--- src/sv/u16d_pkg.sv ---
package u16d_pkg;

    // Field widths
    localparam int unsigned CP_W       = 21;
    localparam int unsigned ST_W       = 2;
    localparam int unsigned MODE_W     = 2;
    localparam int unsigned CFG_IDX_W  = 2;
    localparam int unsigned CFG_DATA_W = 2;

    // Result status codes
    localparam logic [ST_W-1:0] ST_CHAR = 2'd0;
    localparam logic [ST_W-1:0] ST_EOS  = 2'd1;
    localparam logic [ST_W-1:0] ST_ERR  = 2'd2;

    // Truncation handling modes (mode 3 behaves as ignore)
    localparam logic [MODE_W-1:0] EM_RAISE   = 2'd0;
    localparam logic [MODE_W-1:0] EM_REPLACE = 2'd1;
    localparam logic [MODE_W-1:0] EM_IGNORE  = 2'd2;

    // Configuration register indexes
    localparam logic [CFG_IDX_W-1:0] REG_ERROR_MODE = 2'd0;
    localparam logic [CFG_IDX_W-1:0] REG_DETECT_BOM = 2'd1;
    localparam logic [CFG_IDX_W-1:0] REG_DEFAULT_LE = 2'd2;

    // Configuration reset values
    localparam logic [MODE_W-1:0] RST_ERROR_MODE = EM_REPLACE;
    localparam logic              RST_DETECT_BOM = 1'b1;
    localparam logic              RST_DEFAULT_LE = 1'b0;

    // Decode constants
    localparam logic [15:0]     SURR_LO  = 16'hD800;
    localparam logic [15:0]     SURR_HI  = 16'hDFFF;
    localparam logic [7:0]      BOM_FE   = 8'hFE;
    localparam logic [7:0]      BOM_FF   = 8'hFF;
    localparam logic [CP_W-1:0] REPL_CP  = 21'h00FFFD;

    typedef struct packed {
        logic [MODE_W-1:0] error_mode;
        logic              detect_bom;
        logic              default_le;
    } cfg_t;

    typedef struct packed {
        logic [CP_W-1:0] code_point;
        logic [ST_W-1:0] status;
        logic            last_result;
    } result_t;

    // Results produced by one item: count is 0, 1 or 2
    typedef struct packed {
        logic [1:0] count;
        result_t    first;
        result_t    second;
    } push_t;

endpackage

--- src/sv/u16d_if.sv ---
interface u16d_byte_if;
    logic       valid;
    logic       ready;
    logic [7:0] data_byte;
    logic       end_of_input;

    modport source (output valid, data_byte, end_of_input, input ready);
    modport sink   (input valid, data_byte, end_of_input, output ready);
endinterface

interface u16d_cp_if;
    logic                        valid;
    logic                        ready;
    logic [u16d_pkg::CP_W-1:0]   code_point;
    logic [u16d_pkg::ST_W-1:0]   status;
    logic                        last_result;

    modport source (output valid, code_point, status, last_result, input ready);
    modport sink   (input valid, code_point, status, last_result, output ready);
endinterface

interface u16d_cfg_if;
    logic                              valid;
    logic                              ready;
    logic [u16d_pkg::CFG_IDX_W-1:0]    index;
    logic [u16d_pkg::CFG_DATA_W-1:0]   data;

    modport source (output valid, index, data, input ready);
    modport sink   (input valid, index, data, output ready);
endinterface

--- src/sv/u16d_in_stage.sv ---
module u16d_in_stage (
    input  logic              clk,
    input  logic              rst_n,
    u16d_byte_if.sink         din,
    input  logic              take,
    output logic              item_valid,
    output logic [7:0]        item_byte,
    output logic              item_eoi
);

    logic       valid_reg;
    logic       valid_next;
    logic [7:0] byte_reg;
    logic       eoi_reg;
    logic       load;

    // Register refills when empty or when its item moves on this cycle
    assign din.ready  = !valid_reg || take;
    assign load       = din.valid && din.ready;
    assign valid_next = load ? 1'b1 : (take ? 1'b0 : valid_reg);

    always_ff @(posedge clk or negedge rst_n)
    begin
        if (!rst_n)
        begin
            valid_reg <= 1'b0;
        end
        else
        begin
            valid_reg <= valid_next;
        end
    end

    // Payload, no reset
    always_ff @(posedge clk)
    begin
        if (load)
        begin
            byte_reg <= din.data_byte;
            eoi_reg  <= din.end_of_input;
        end
    end

    assign item_valid = valid_reg;
    assign item_byte  = byte_reg;
    assign item_eoi   = eoi_reg;

endmodule

--- src/sv/u16d_decode.sv ---
module u16d_decode (
    input  logic              clk,
    input  logic              rst_n,
    input  u16d_pkg::cfg_t    cfg,
    input  logic              item_valid,
    input  logic [7:0]        data_byte,
    input  logic              end_of_input,
    input  logic              commit,
    output u16d_pkg::push_t   res
);

    // Byte phase codes
    localparam logic [1:0] PH_IDLE  = 2'd0;  // nothing held
    localparam logic [1:0] PH_FIRST = 2'd1;  // one byte of a unit held
    localparam logic [1:0] PH_LEAD  = 2'd2;  // lead unit held
    localparam logic [1:0] PH_TRAIL = 2'd3;  // lead plus one trail byte held

    logic [1:0]  phase_reg, phase_next;
    logic [7:0]  held_reg, held_next;
    logic [15:0] lead_reg, lead_next;
    logic        le_reg, le_next;
    logic        bom_reg, bom_next;

    logic        le_eff;
    logic [15:0] unit;
    logic        mark_be;
    logic        mark_le;
    logic        mark;
    logic [4:0]  plane;
    u16d_pkg::result_t eos_res;

    // Byte order for the unit being completed: first unit uses the default
    assign le_eff  = bom_reg ? cfg.default_le : le_reg;
    assign unit    = le_eff ? {data_byte, held_reg} : {held_reg, data_byte};
    assign mark_be = (held_reg == u16d_pkg::BOM_FE) && (data_byte == u16d_pkg::BOM_FF);
    assign mark_le = (held_reg == u16d_pkg::BOM_FF) && (data_byte == u16d_pkg::BOM_FE);
    assign mark    = bom_reg && cfg.detect_bom && (mark_be || mark_le);
    assign plane   = {1'b0, lead_reg[9:6]} + 5'd1;

    assign eos_res = '{code_point: '0, status: u16d_pkg::ST_EOS, last_result: 1'b1};

    // Next state and results for the item in the input register
    always_comb
    begin
        phase_next = phase_reg;
        held_next  = held_reg;
        lead_next  = lead_reg;
        le_next    = le_reg;
        bom_next   = bom_reg;
        res        = '0;

        if (end_of_input)
        begin
            phase_next = PH_IDLE;
            bom_next   = 1'b1;
            if (phase_reg != PH_IDLE && cfg.error_mode == u16d_pkg::EM_RAISE)
            begin
                res.count  = 2'd2;
                res.first  = '{code_point: '0, status: u16d_pkg::ST_ERR, last_result: 1'b0};
                res.second = eos_res;
            end
            else if (phase_reg != PH_IDLE && cfg.error_mode == u16d_pkg::EM_REPLACE)
            begin
                res.count  = 2'd2;
                res.first  = '{code_point: u16d_pkg::REPL_CP, status: u16d_pkg::ST_CHAR,
                               last_result: 1'b0};
                res.second = eos_res;
            end
            else
            begin
                res.count = 2'd1;
                res.first = eos_res;
            end
        end
        else
        begin
            unique case (phase_reg)
                PH_IDLE, PH_LEAD:
                begin
                    held_next  = data_byte;
                    phase_next = phase_reg + 2'd1;
                end
                PH_FIRST:
                begin
                    phase_next = PH_IDLE;
                    if (bom_reg)
                    begin
                        bom_next = 1'b0;
                        le_next  = mark ? mark_le : cfg.default_le;
                    end
                    if (!mark)
                    begin
                        if (unit < u16d_pkg::SURR_LO || unit > u16d_pkg::SURR_HI)
                        begin
                            res.count = 2'd1;
                            res.first = '{code_point: {5'd0, unit},
                                          status: u16d_pkg::ST_CHAR, last_result: 1'b1};
                        end
                        else
                        begin
                            lead_next  = unit;
                            phase_next = PH_LEAD;
                        end
                    end
                end
                PH_TRAIL:
                begin
                    phase_next = PH_IDLE;
                    res.count  = 2'd1;
                    res.first  = '{code_point: {plane, lead_reg[5:0], unit[9:0]},
                                   status: u16d_pkg::ST_CHAR, last_result: 1'b1};
                end
            endcase
        end
    end

    // Control state
    always_ff @(posedge clk or negedge rst_n)
    begin
        if (!rst_n)
        begin
            phase_reg <= PH_IDLE;
            le_reg    <= u16d_pkg::RST_DEFAULT_LE;
            bom_reg   <= 1'b1;
        end
        else if (commit)
        begin
            phase_reg <= phase_next;
            le_reg    <= le_next;
            bom_reg   <= bom_next;
        end
    end

    // Held byte and lead unit, written before read
    always_ff @(posedge clk)
    begin
        if (commit)
        begin
            held_reg <= held_next;
            lead_reg <= lead_next;
        end
    end

    // A lead unit is only held after the first unit of the stream was seen
    a_lead_after_first: assert property (@(posedge clk) disable iff (!rst_n)
        (phase_reg == PH_LEAD || phase_reg == PH_TRAIL) |-> !bom_reg)
        else $error("lead unit held while mark check still pending");

    // An end item rearms the stream
    a_eos_rearm: assert property (@(posedge clk) disable iff (!rst_n)
        (commit && end_of_input) |=> (phase_reg == PH_IDLE && bom_reg))
        else $error("stream not rearmed after end item");

    // Only an end item yields two results; every valid item is checked, committed or not
    a_pair_on_end: assert property (@(posedge clk) disable iff (!rst_n)
        (item_valid && res.count == 2'd2) |-> end_of_input)
        else $error("two results from a data byte");

endmodule

--- src/sv/u16d_out_buf.sv ---
module u16d_out_buf (
    input  logic              clk,
    input  logic              rst_n,
    input  logic              commit,
    input  u16d_pkg::push_t   push,
    output logic              free,
    u16d_cp_if.source         dout
);

    logic [1:0]        cnt_reg, cnt_next;
    u16d_pkg::result_t slot0_reg, slot0_next;
    u16d_pkg::result_t slot1_reg, slot1_next;
    logic              fire;
    logic              load;

    assign fire = dout.valid && dout.ready;
    // Room for a pair: empty, or the single waiting result leaves now
    assign free = (cnt_reg == 2'd0) || (cnt_reg == 2'd1 && fire);
    assign load = commit && (push.count != 2'd0);

    always_comb
    begin
        cnt_next   = cnt_reg;
        slot0_next = slot0_reg;
        slot1_next = slot1_reg;
        if (load)
        begin
            cnt_next   = push.count;
            slot0_next = push.first;
            slot1_next = push.second;
        end
        else if (fire)
        begin
            cnt_next   = cnt_reg - 2'd1;
            slot0_next = slot1_reg;
        end
    end

    always_ff @(posedge clk or negedge rst_n)
    begin
        if (!rst_n)
        begin
            cnt_reg <= 2'd0;
        end
        else
        begin
            cnt_reg <= cnt_next;
        end
    end

    always_ff @(posedge clk)
    begin
        slot0_reg <= slot0_next;
        slot1_reg <= slot1_next;
    end

    assign dout.valid       = (cnt_reg != 2'd0);
    assign dout.code_point  = slot0_reg.code_point;
    assign dout.status      = slot0_reg.status;
    assign dout.last_result = slot0_reg.last_result;

    // A new request never lands on results still waiting
    a_no_overwrite: assert property (@(posedge clk) disable iff (!rst_n)
        load |-> free)
        else $error("result request pushed into occupied buffer");

    // With a pair waiting, only the second one closes the item
    a_pair_order: assert property (@(posedge clk) disable iff (!rst_n)
        (cnt_reg == 2'd2) |-> (!slot0_reg.last_result && slot1_reg.last_result))
        else $error("result pair out of order");

endmodule

--- src/sv/utf16_byte_stream_decoder.sv ---
// UTF-16 byte stream decoder with byte order mark detection.
//
// din  : one request per byte (data_byte), or an end request
//        (end_of_input = 1) that closes the stream.
// dout : one request per result: code_point, status (char / end / error),
//        last_result set on the final result of the input request.
// cfg  : register writes (index, data), always ready; write only while idle.
//
// A byte that completes a character passes the input register and then the
// result register, from which dout takes it. Throughput is one input request
// per cycle while dout takes every result; an end request on a truncated unit
// with raise or replace mode gives two results, and dout takes both in turn.
// The rate is set by the single decode step between the input register and
// the two-entry result register.
// When dout stalls, requests that yield no result still pass; the first one
// that yields a result waits in the input register and din.ready drops until
// the waiting results are taken; nothing is lost.
// Reset clears the input and result registers, rearms the mark check and
// loads the register defaults: replace mode, mark check on, big endian.
module utf16_byte_stream_decoder (
    input  logic          clk,
    input  logic          rst_n,
    u16d_byte_if.sink     din,
    u16d_cp_if.source     dout,
    u16d_cfg_if.sink      cfg
);

    u16d_pkg::cfg_t  cfg_reg;
    u16d_pkg::push_t push;
    logic            item_valid;
    logic [7:0]      item_byte;
    logic            item_eoi;
    logic            free;
    logic            commit;

    // Configuration registers
    assign cfg.ready = 1'b1;

    always_ff @(posedge clk or negedge rst_n)
    begin
        if (!rst_n)
        begin
            cfg_reg.error_mode <= u16d_pkg::RST_ERROR_MODE;
            cfg_reg.detect_bom <= u16d_pkg::RST_DETECT_BOM;
            cfg_reg.default_le <= u16d_pkg::RST_DEFAULT_LE;
        end
        else if (cfg.valid)
        begin
            unique case (cfg.index)
                u16d_pkg::REG_ERROR_MODE: cfg_reg.error_mode <= cfg.data;
                u16d_pkg::REG_DETECT_BOM: cfg_reg.detect_bom <= cfg.data[0];
                u16d_pkg::REG_DEFAULT_LE: cfg_reg.default_le <= cfg.data[0];
                default:                  cfg_reg <= cfg_reg;
            endcase
        end
    end

    // Item moves on when it yields no result or the buffer has room
    assign commit = item_valid && ((push.count == 2'd0) || free);

    u16d_in_stage u_in (
        .clk        (clk),
        .rst_n      (rst_n),
        .din        (din),
        .take       (commit),
        .item_valid (item_valid),
        .item_byte  (item_byte),
        .item_eoi   (item_eoi)
    );

    u16d_decode u_dec (
        .clk          (clk),
        .rst_n        (rst_n),
        .cfg          (cfg_reg),
        .item_valid   (item_valid),
        .data_byte    (item_byte),
        .end_of_input (item_eoi),
        .commit       (commit),
        .res          (push)
    );

    u16d_out_buf u_out (
        .clk    (clk),
        .rst_n  (rst_n),
        .commit (commit),
        .push   (push),
        .free   (free),
        .dout   (dout)
    );

endmodule

--- src/flat_wrapper.sv ---
// flat-port wrapper written by rule: the top's interface ports become plain ports
module utf16_byte_stream_decoder_flat 
  (clk, rst_n, din_valid, din_data_byte, din_end_of_input, din_ready, dout_valid, dout_code_point, dout_status, dout_last_result, dout_ready, cfg_valid, cfg_index, cfg_data, cfg_ready);
  u16d_byte_if din_i ();
  u16d_cp_if dout_i ();
  u16d_cfg_if cfg_i ();
  input  logic clk;
  input  logic rst_n;
  input wire logic [$bits(din_i.valid)-1:0] din_valid;
  input wire logic [$bits(din_i.data_byte)-1:0] din_data_byte;
  input wire logic [$bits(din_i.end_of_input)-1:0] din_end_of_input;
  output wire logic [$bits(din_i.ready)-1:0] din_ready;
  output wire logic [$bits(dout_i.valid)-1:0] dout_valid;
  output wire logic [$bits(dout_i.code_point)-1:0] dout_code_point;
  output wire logic [$bits(dout_i.status)-1:0] dout_status;
  output wire logic [$bits(dout_i.last_result)-1:0] dout_last_result;
  input wire logic [$bits(dout_i.ready)-1:0] dout_ready;
  input wire logic [$bits(cfg_i.valid)-1:0] cfg_valid;
  input wire logic [$bits(cfg_i.index)-1:0] cfg_index;
  input wire logic [$bits(cfg_i.data)-1:0] cfg_data;
  output wire logic [$bits(cfg_i.ready)-1:0] cfg_ready;
  assign din_i.valid = din_valid;
  assign din_i.data_byte = din_data_byte;
  assign din_i.end_of_input = din_end_of_input;
  assign din_ready = din_i.ready;
  assign dout_valid = dout_i.valid;
  assign dout_code_point = dout_i.code_point;
  assign dout_status = dout_i.status;
  assign dout_last_result = dout_i.last_result;
  assign dout_i.ready = dout_ready;
  assign cfg_i.valid = cfg_valid;
  assign cfg_i.index = cfg_index;
  assign cfg_i.data = cfg_data;
  assign cfg_ready = cfg_i.ready;
  utf16_byte_stream_decoder u_core (.clk(clk), .rst_n(rst_n), .din(din_i), .dout(dout_i), .cfg(cfg_i));
endmodule
--- config.mk ---
export PLATFORM = sky130hd
export DESIGN_NAME = utf16_byte_stream_decoder_flat
export DESIGN_NICKNAME = d
export VERILOG_FILES = /design/src/sv/u16d_pkg.sv /design/src/sv/u16d_if.sv /design/src/sv/u16d_in_stage.sv /design/src/sv/u16d_decode.sv /design/src/sv/u16d_out_buf.sv /design/src/sv/utf16_byte_stream_decoder.sv /design/src/flat_wrapper.sv
export SDC_FILE = /design/constraint.sdc
export NUM_CORES = 1
export LEC_CHECK = 0
export ABC_AREA = 1
export BUFFER_PORTS_ARGS = -buffer_cell sky130_fd_sc_hd__buf_2
export CORE_MARGIN = 3
export CORE_UTILIZATION = 51
export DETAILED_ROUTE_END_ITERATION = 16
export PLACE_DENSITY = 0.87
export SYNTH_ARGS = -nofsm -noshare
export SYNTH_HDL_FRONTEND = slang
export SYNTH_SLANG_ARGS = --single-unit
export TNS_END_PERCENT = 20
--- constraint.sdc ---
create_clock -name clk -period 2.4 [get_ports clk]
set_input_delay 0.12 -clock clk [delete_from_list [all_inputs] [get_ports clk]]
set_output_delay 0.12 -clock clk [all_outputs]
set_load 0.01 [all_outputs]
# After elaboration in Yosys (flattened, before gate mapping)
# Cells that the tools add are included.
# W data, S select, Z words.
# totals
regBits	86
out_inout_bits	27
inputBits	18
# op_classes
n_mux	22
addsub	3
bitwise	3
n_lt_le_gt_ge	2
n_eq_ne	11
reduce_logical	37
# ops
cell	count
$mux W26	2
$mux W25	2
$mux W50	1
$pmux W25 S2	1
$mux W24	2
$eq A8 B8 Y1 const B	4
$gt A16 B16 Y1 const B	1
$lt A16 B16 Y1 const B	1
$mux W16	1
$mux W2	6
$reduce_bool A2 Y1	6
$logic_and A1 B1 Y1	11
$logic_not A2 Y1	5
$eq A2 B1 Y1 const B	4
$reduce_and A2 Y1	4
$eq A2 B2 Y1 const B	3
$mux W1	6
$pmux W2 S3	1
$add A4 B1 Y5 const B	1
$logic_or A1 B1 Y1	5
$reduce_and A5 Y1	1
$reduce_and A4 Y1	1
$reduce_or A2 Y1	2
$not A1 Y1	3
4 further kinds	4

# Depth between registers and ports, before layout
# depth
word_depth	14
ltp_mapped	13

# By module
# Synthesis repeated with hierarchy kept, for this count alone.
# unflattened
cells_unflattened	408
area_unflattened_um2	4101.4
# modules_own_cells
mod	cells_each	n_inst	seq_area_each_um2	area_each_um2
u16d_out_buf	149	1	1491.4	1924.3
u16d_decode	218	1	641.9	1654.1
u16d_in_stage	15	1	295.3	315.3
utf16_byte_stream_decoder	26	1	102.6	207.7

# Least setup slack after synthesis
# OpenSTA, ideal clock, no wires.
# synth_path
path_kind	register to register
from	register u_core.u_dec.bom_reg
to	register u_core.u_dec.lead_reg[0] (enable)
path_buffers	0
stages_incl_launch_ff	11
setup_time_ps	390
path_slack_ps	-100
t_arrival_ps	2111
period_less_slack_ps	2500
cell_sequence	dfstp_2 -> nand2_2 -> nand2_4 -> nand2_1 -> nand2_1 -> nand3_1 -> o21ai_2 -> nand2_4 -> nand2_1 -> nand2_1 -> nor3_1
# synth_via
elab_chain_len	12
# synth_lines
element	line_no	source
start: declaration	u16d_decode.sv:22	logic bom_reg, bom_next;
start signal: assignment	u16d_decode.sv:130	bom_reg <= bom_next;
$mux W1	u16d_decode.sv:33	assign le_eff = bom_reg ? cfg.default_le : le_reg;
$mux W16	u16d_decode.sv:34	assign unit = le_eff ? {data_byte, held_reg} : {held_reg, data_byte};
$lt A16 B16 Y1 / $gt A16 B16 Y1 (equally long branches)	u16d_decode.sv:93	if (unit < u16d_pkg::SURR_LO || unit > u16d_pkg::SURR_HI)
$logic_or A1 B1 Y1	u16d_decode.sv:93	
$mux W25	u16d_decode.sv:93	
$mux W25	u16d_decode.sv:91	if (!mark)
$pmux W25 S2	u16d_decode.sv:77	unique case (phase_reg)
$mux W26	u16d_decode.sv:52	if (end_of_input)
$logic_not A2 Y1	utf16_byte_stream_decoder.sv:59	assign commit = item_valid && ((push.count == 2'd0) || free);
$logic_or A1 B1 Y1	utf16_byte_stream_decoder.sv:59	
$logic_and A1 B1 Y1	utf16_byte_stream_decoder.sv:59	
$reduce_and A5 Y1 (no source line) (*)	n/a	
end signal: assignment	u16d_decode.sv:140	lead_reg <= lead_next;
end: declaration	u16d_decode.sv:20	logic [15:0] lead_reg, lead_next;
# Mark *: on every way between the ends. The rest lies on a longest branch, timed or not.
# A chain may end at the register's enable or synchronous reset.

# Worst setup path in the final report
# layout_path
from	register u_core.u_dec.bom_reg
to	register u_core.u_dec.lead_reg[3] (enable)
# The elaborated chain is that of the path after synthesis.

==> results.cfg <==
[outcome]
outcome = finished, final reports clean

[clock_network]
cts_made_buffers = 9
cts_root_buf = clkbuf_8
cts_buffer_depth = 2
cts_tree = done
cts_htree_levels = 3
cts_sinks = 63
insertion_delay_ns = 0.33
clk_pin_slew_ns = 0.07

[pwr]
pwr-share-seq_pct = 41.5
p_leak_nw = 1.66
switching_power_mw = 1.55
ir_drop_v = 0.000620
p_sw_share_pct = 36.2
power_density_nw_per_um2 = 1160
pwr-share-clk_pct = 23.5
pwr-share-comb_pct = 35.0
cell_internal_pwr_mw = 2.73
fin_total_pwr_mw = 4.28

[detailed_routing]
wl_per_cell_um = 12.9
totalWireLength_um = 5660
route.detailed.drc = 0
top_layer_used = met4
via_per_inst = 5.14
met1_length_um = 2350
postRouteAntennaNets = 0
route.met2.wl_um = 2710
met3_length_um = 415
dr.pass1.iters = 5
num_vias = 2261
drt_iter0_markers = 215

[place]
portBuffers = 43
place_congestion = 0.917
dp.cells = 405
hpwl_um = 3900

[finish]
finalNonFillerCells = 440
num_antenna_cells = 0
layout.nets = 384
synthToLayoutAreaGrowth_pct = 24.7
drive_gt1_share_pct = 25.5
largest_reg_flops = 21

[setup_path]
critPathKind = register to register
critPathRequiredTime_ns = 2.44
rr_startpoint = u_core.u_dec.bom_reg
startpoint = u_core.u_dec.bom_reg
crit_path_max_fanout = 10
worst_setup_path_start_kind = register
end_kind = register
arrival_ns = 2.35

[logic_synthesis]
ys_ff_latch = 63
synth.top_cell.area_share_pct = 52.9
ys_seq_area_share_pct = 62.4
synth_edf_count = 52
yosys-top-cells-area = edfxtp_1 (53%), nand2_1 (13%), dfrtp_1 (6.8%)
yosys_most_used_dff = edfxtp_1
async_flop_share_pct = 17.5
synth_cells = 290
synth_warnings = 0
avgSynthCellArea_um2 = 10.2
synth_cell_types = 33
synth_area_um2 = 2950
syn_nets = 311
synth_area_leader_cell = edfxtp_1

[global_route]
grtUsageTotal_pct = 18.2
grt_pass1_vias = 1992
grt_overflow_total = 0
grt_pass1_wl_um = 9080
grt_max_degree = 25
antenna_found_initial = 0

[floorplan]
die-width_um = 82.0
io_pins = 45
fp.dieArea_um2 = 6730
rows = 27
start_util_pct = 53.2
coreArea_um2 = 5540
die_y_um = 82.0

[sta]
finalSetupViolations = 0
tns_ns = 0
finalCritPeriodShare_pct = 96.3
holdWs_ns = 0.0232
hold_viol = 0
fin_worst_skew_ns = 0.00802
max_freq_ghz = 0.433
fin_crit_ns = 2.31
drv_slew = 0

[flow_run]
maxCapViolations = 0

[min_path]
min_from = cfg_data[1]
hold_class = input port to register
-- metrics by stage --
stage               worst slack [ns]  area (um^2)  utilization (%)
finish                        0.0889         3680             66.4
global route                 -0.0475         3680             66.4
CTS                           0.0775         3600             65.0
detailed placement            0.0983         3270             59.0
global placement               0.162         3270             59.0
floorplan                      0.171         2950                -
-- logic make-up (layout without fill, tap and decap cells) --
kind of cell,count (synthesis),after routing,share of synthesized area (%)
and+or+nand+nor,162,162,25.4
DFF,63,63,62.4
buffers and inverters,33,111,4.96
AOI/OAI and AO/OA,24,24,4.58
adders and majority gates,3,3,1.27
xor gates and xnor gates,3,3,0.891
other,1,1,0.127
muxes,1,1,0.382
-- final timing paths --
path                                             end  slack [ns]  cells past startpoint
hold / removal                     u_core.cfg_reg[3]        0.02                      2
hold reg to reg             u_core.u_dec.held_reg[2]        0.50                      0
setup reg to reg            u_core.u_dec.lead_reg[3]        0.09                     11
setup / recovery            u_core.u_dec.lead_reg[3]        0.09                     11
min in group asynchronous  u_core.u_dec.phase_reg[1]        0.18                      2
max in group asynchronous       u_core.u_dec.bom_reg        1.96                      2
-- layout make-up --
| type | instances | area [um^2] |
|---|---|---|
| Fill cell | 403 | 1860 |
| Clock buffer | 9 | 124 |
| Inverter | 28 | 108 |
| Multi-Input combinational cell | 194 | 983 |
| Sequential cell | 63 | 1840 |
| Tap cell | 72 | 90.1 |
| Timing Repair Buffer | 67 | 435 |
| Clock inverter | 7 | 97.6 |
-- layer usage --
layer,up-vias,global-route usage (%)
met5,-,0
met4,0,12.3
met3,18,3.73
met2,111,27.5
met1,1010,23.7
li1,1122,-
-- synth_stat cells, types with 3 or more instances --
| master | number |
|---|---|
| a21oi_1 | 4 |
| dfrtp_1 | 8 |
| dfstp_2 | 3 |
| edfxtp_1 | 52 |
| ha_1 | 3 |
| inv_1 | 25 |
| nand2_1 | 101 |
| nand2_4 | 5 |
| nand3_1 | 23 |
| nand4_1 | 7 |
| nor2_1 | 17 |
| o21ai_0 | 14 |
-- what timing repair did --
item | in CTS | in global routing
hold buffers | 11 | 0
endpoints found under the hold margin | 21 | 0
gates resized for setup | 0 | 3
buffers inserted | 0 | 8
endpoints found under the setup margin | 0 | 28
-- critical path, cell delays in order, from the launching register on --
cell     delay [ns]
dfstp_2        0.58
inv_2          0.08
nand2_4        0.10
nand3_1        0.09
nand2_1        0.12
nand3_1        0.12
o21ai_2        0.22
nand2_4        0.13
nand2_1        0.10
nand2_1        0.10
nor3_2         0.14
buf_4          0.22
-- power by group through the flow --
stage	clock network [mW]	registers (mW)	logic (mW)
after floorplan	0	1.87	0.835
after global placement	0	1.78	1.29
after detailed placement	0	1.79	1.34
after CTS	1.01	1.77	1.37
after global routing	1.08	1.81	1.67
final	1.01	1.77	1.50
-- layout by cell type, fill, tap and decap left out, types with 2 or more instances in the layout --
cell type,count
o21ai_0,14
edfxtp_1,52
dfrtp_1,8
nand2_1,101
nand3_4,2
xor2_1,2
nor2_2,2
clkinv_4,2
inv_1,24
dlygate4sd3_1,11
clkinvlp_4,2
bufinv_16,2
dfstp_2,3
a21oi_1,4
o31ai_1,2
nand2_2,2
nand2_4,4
clkbuf_8,9
inv_2,2
buf_2,43
nand3_1,23
ha_1,3
buf_4,12
nand4_1,7
nor2_1,17
Power figures use the tool's default switching activity.
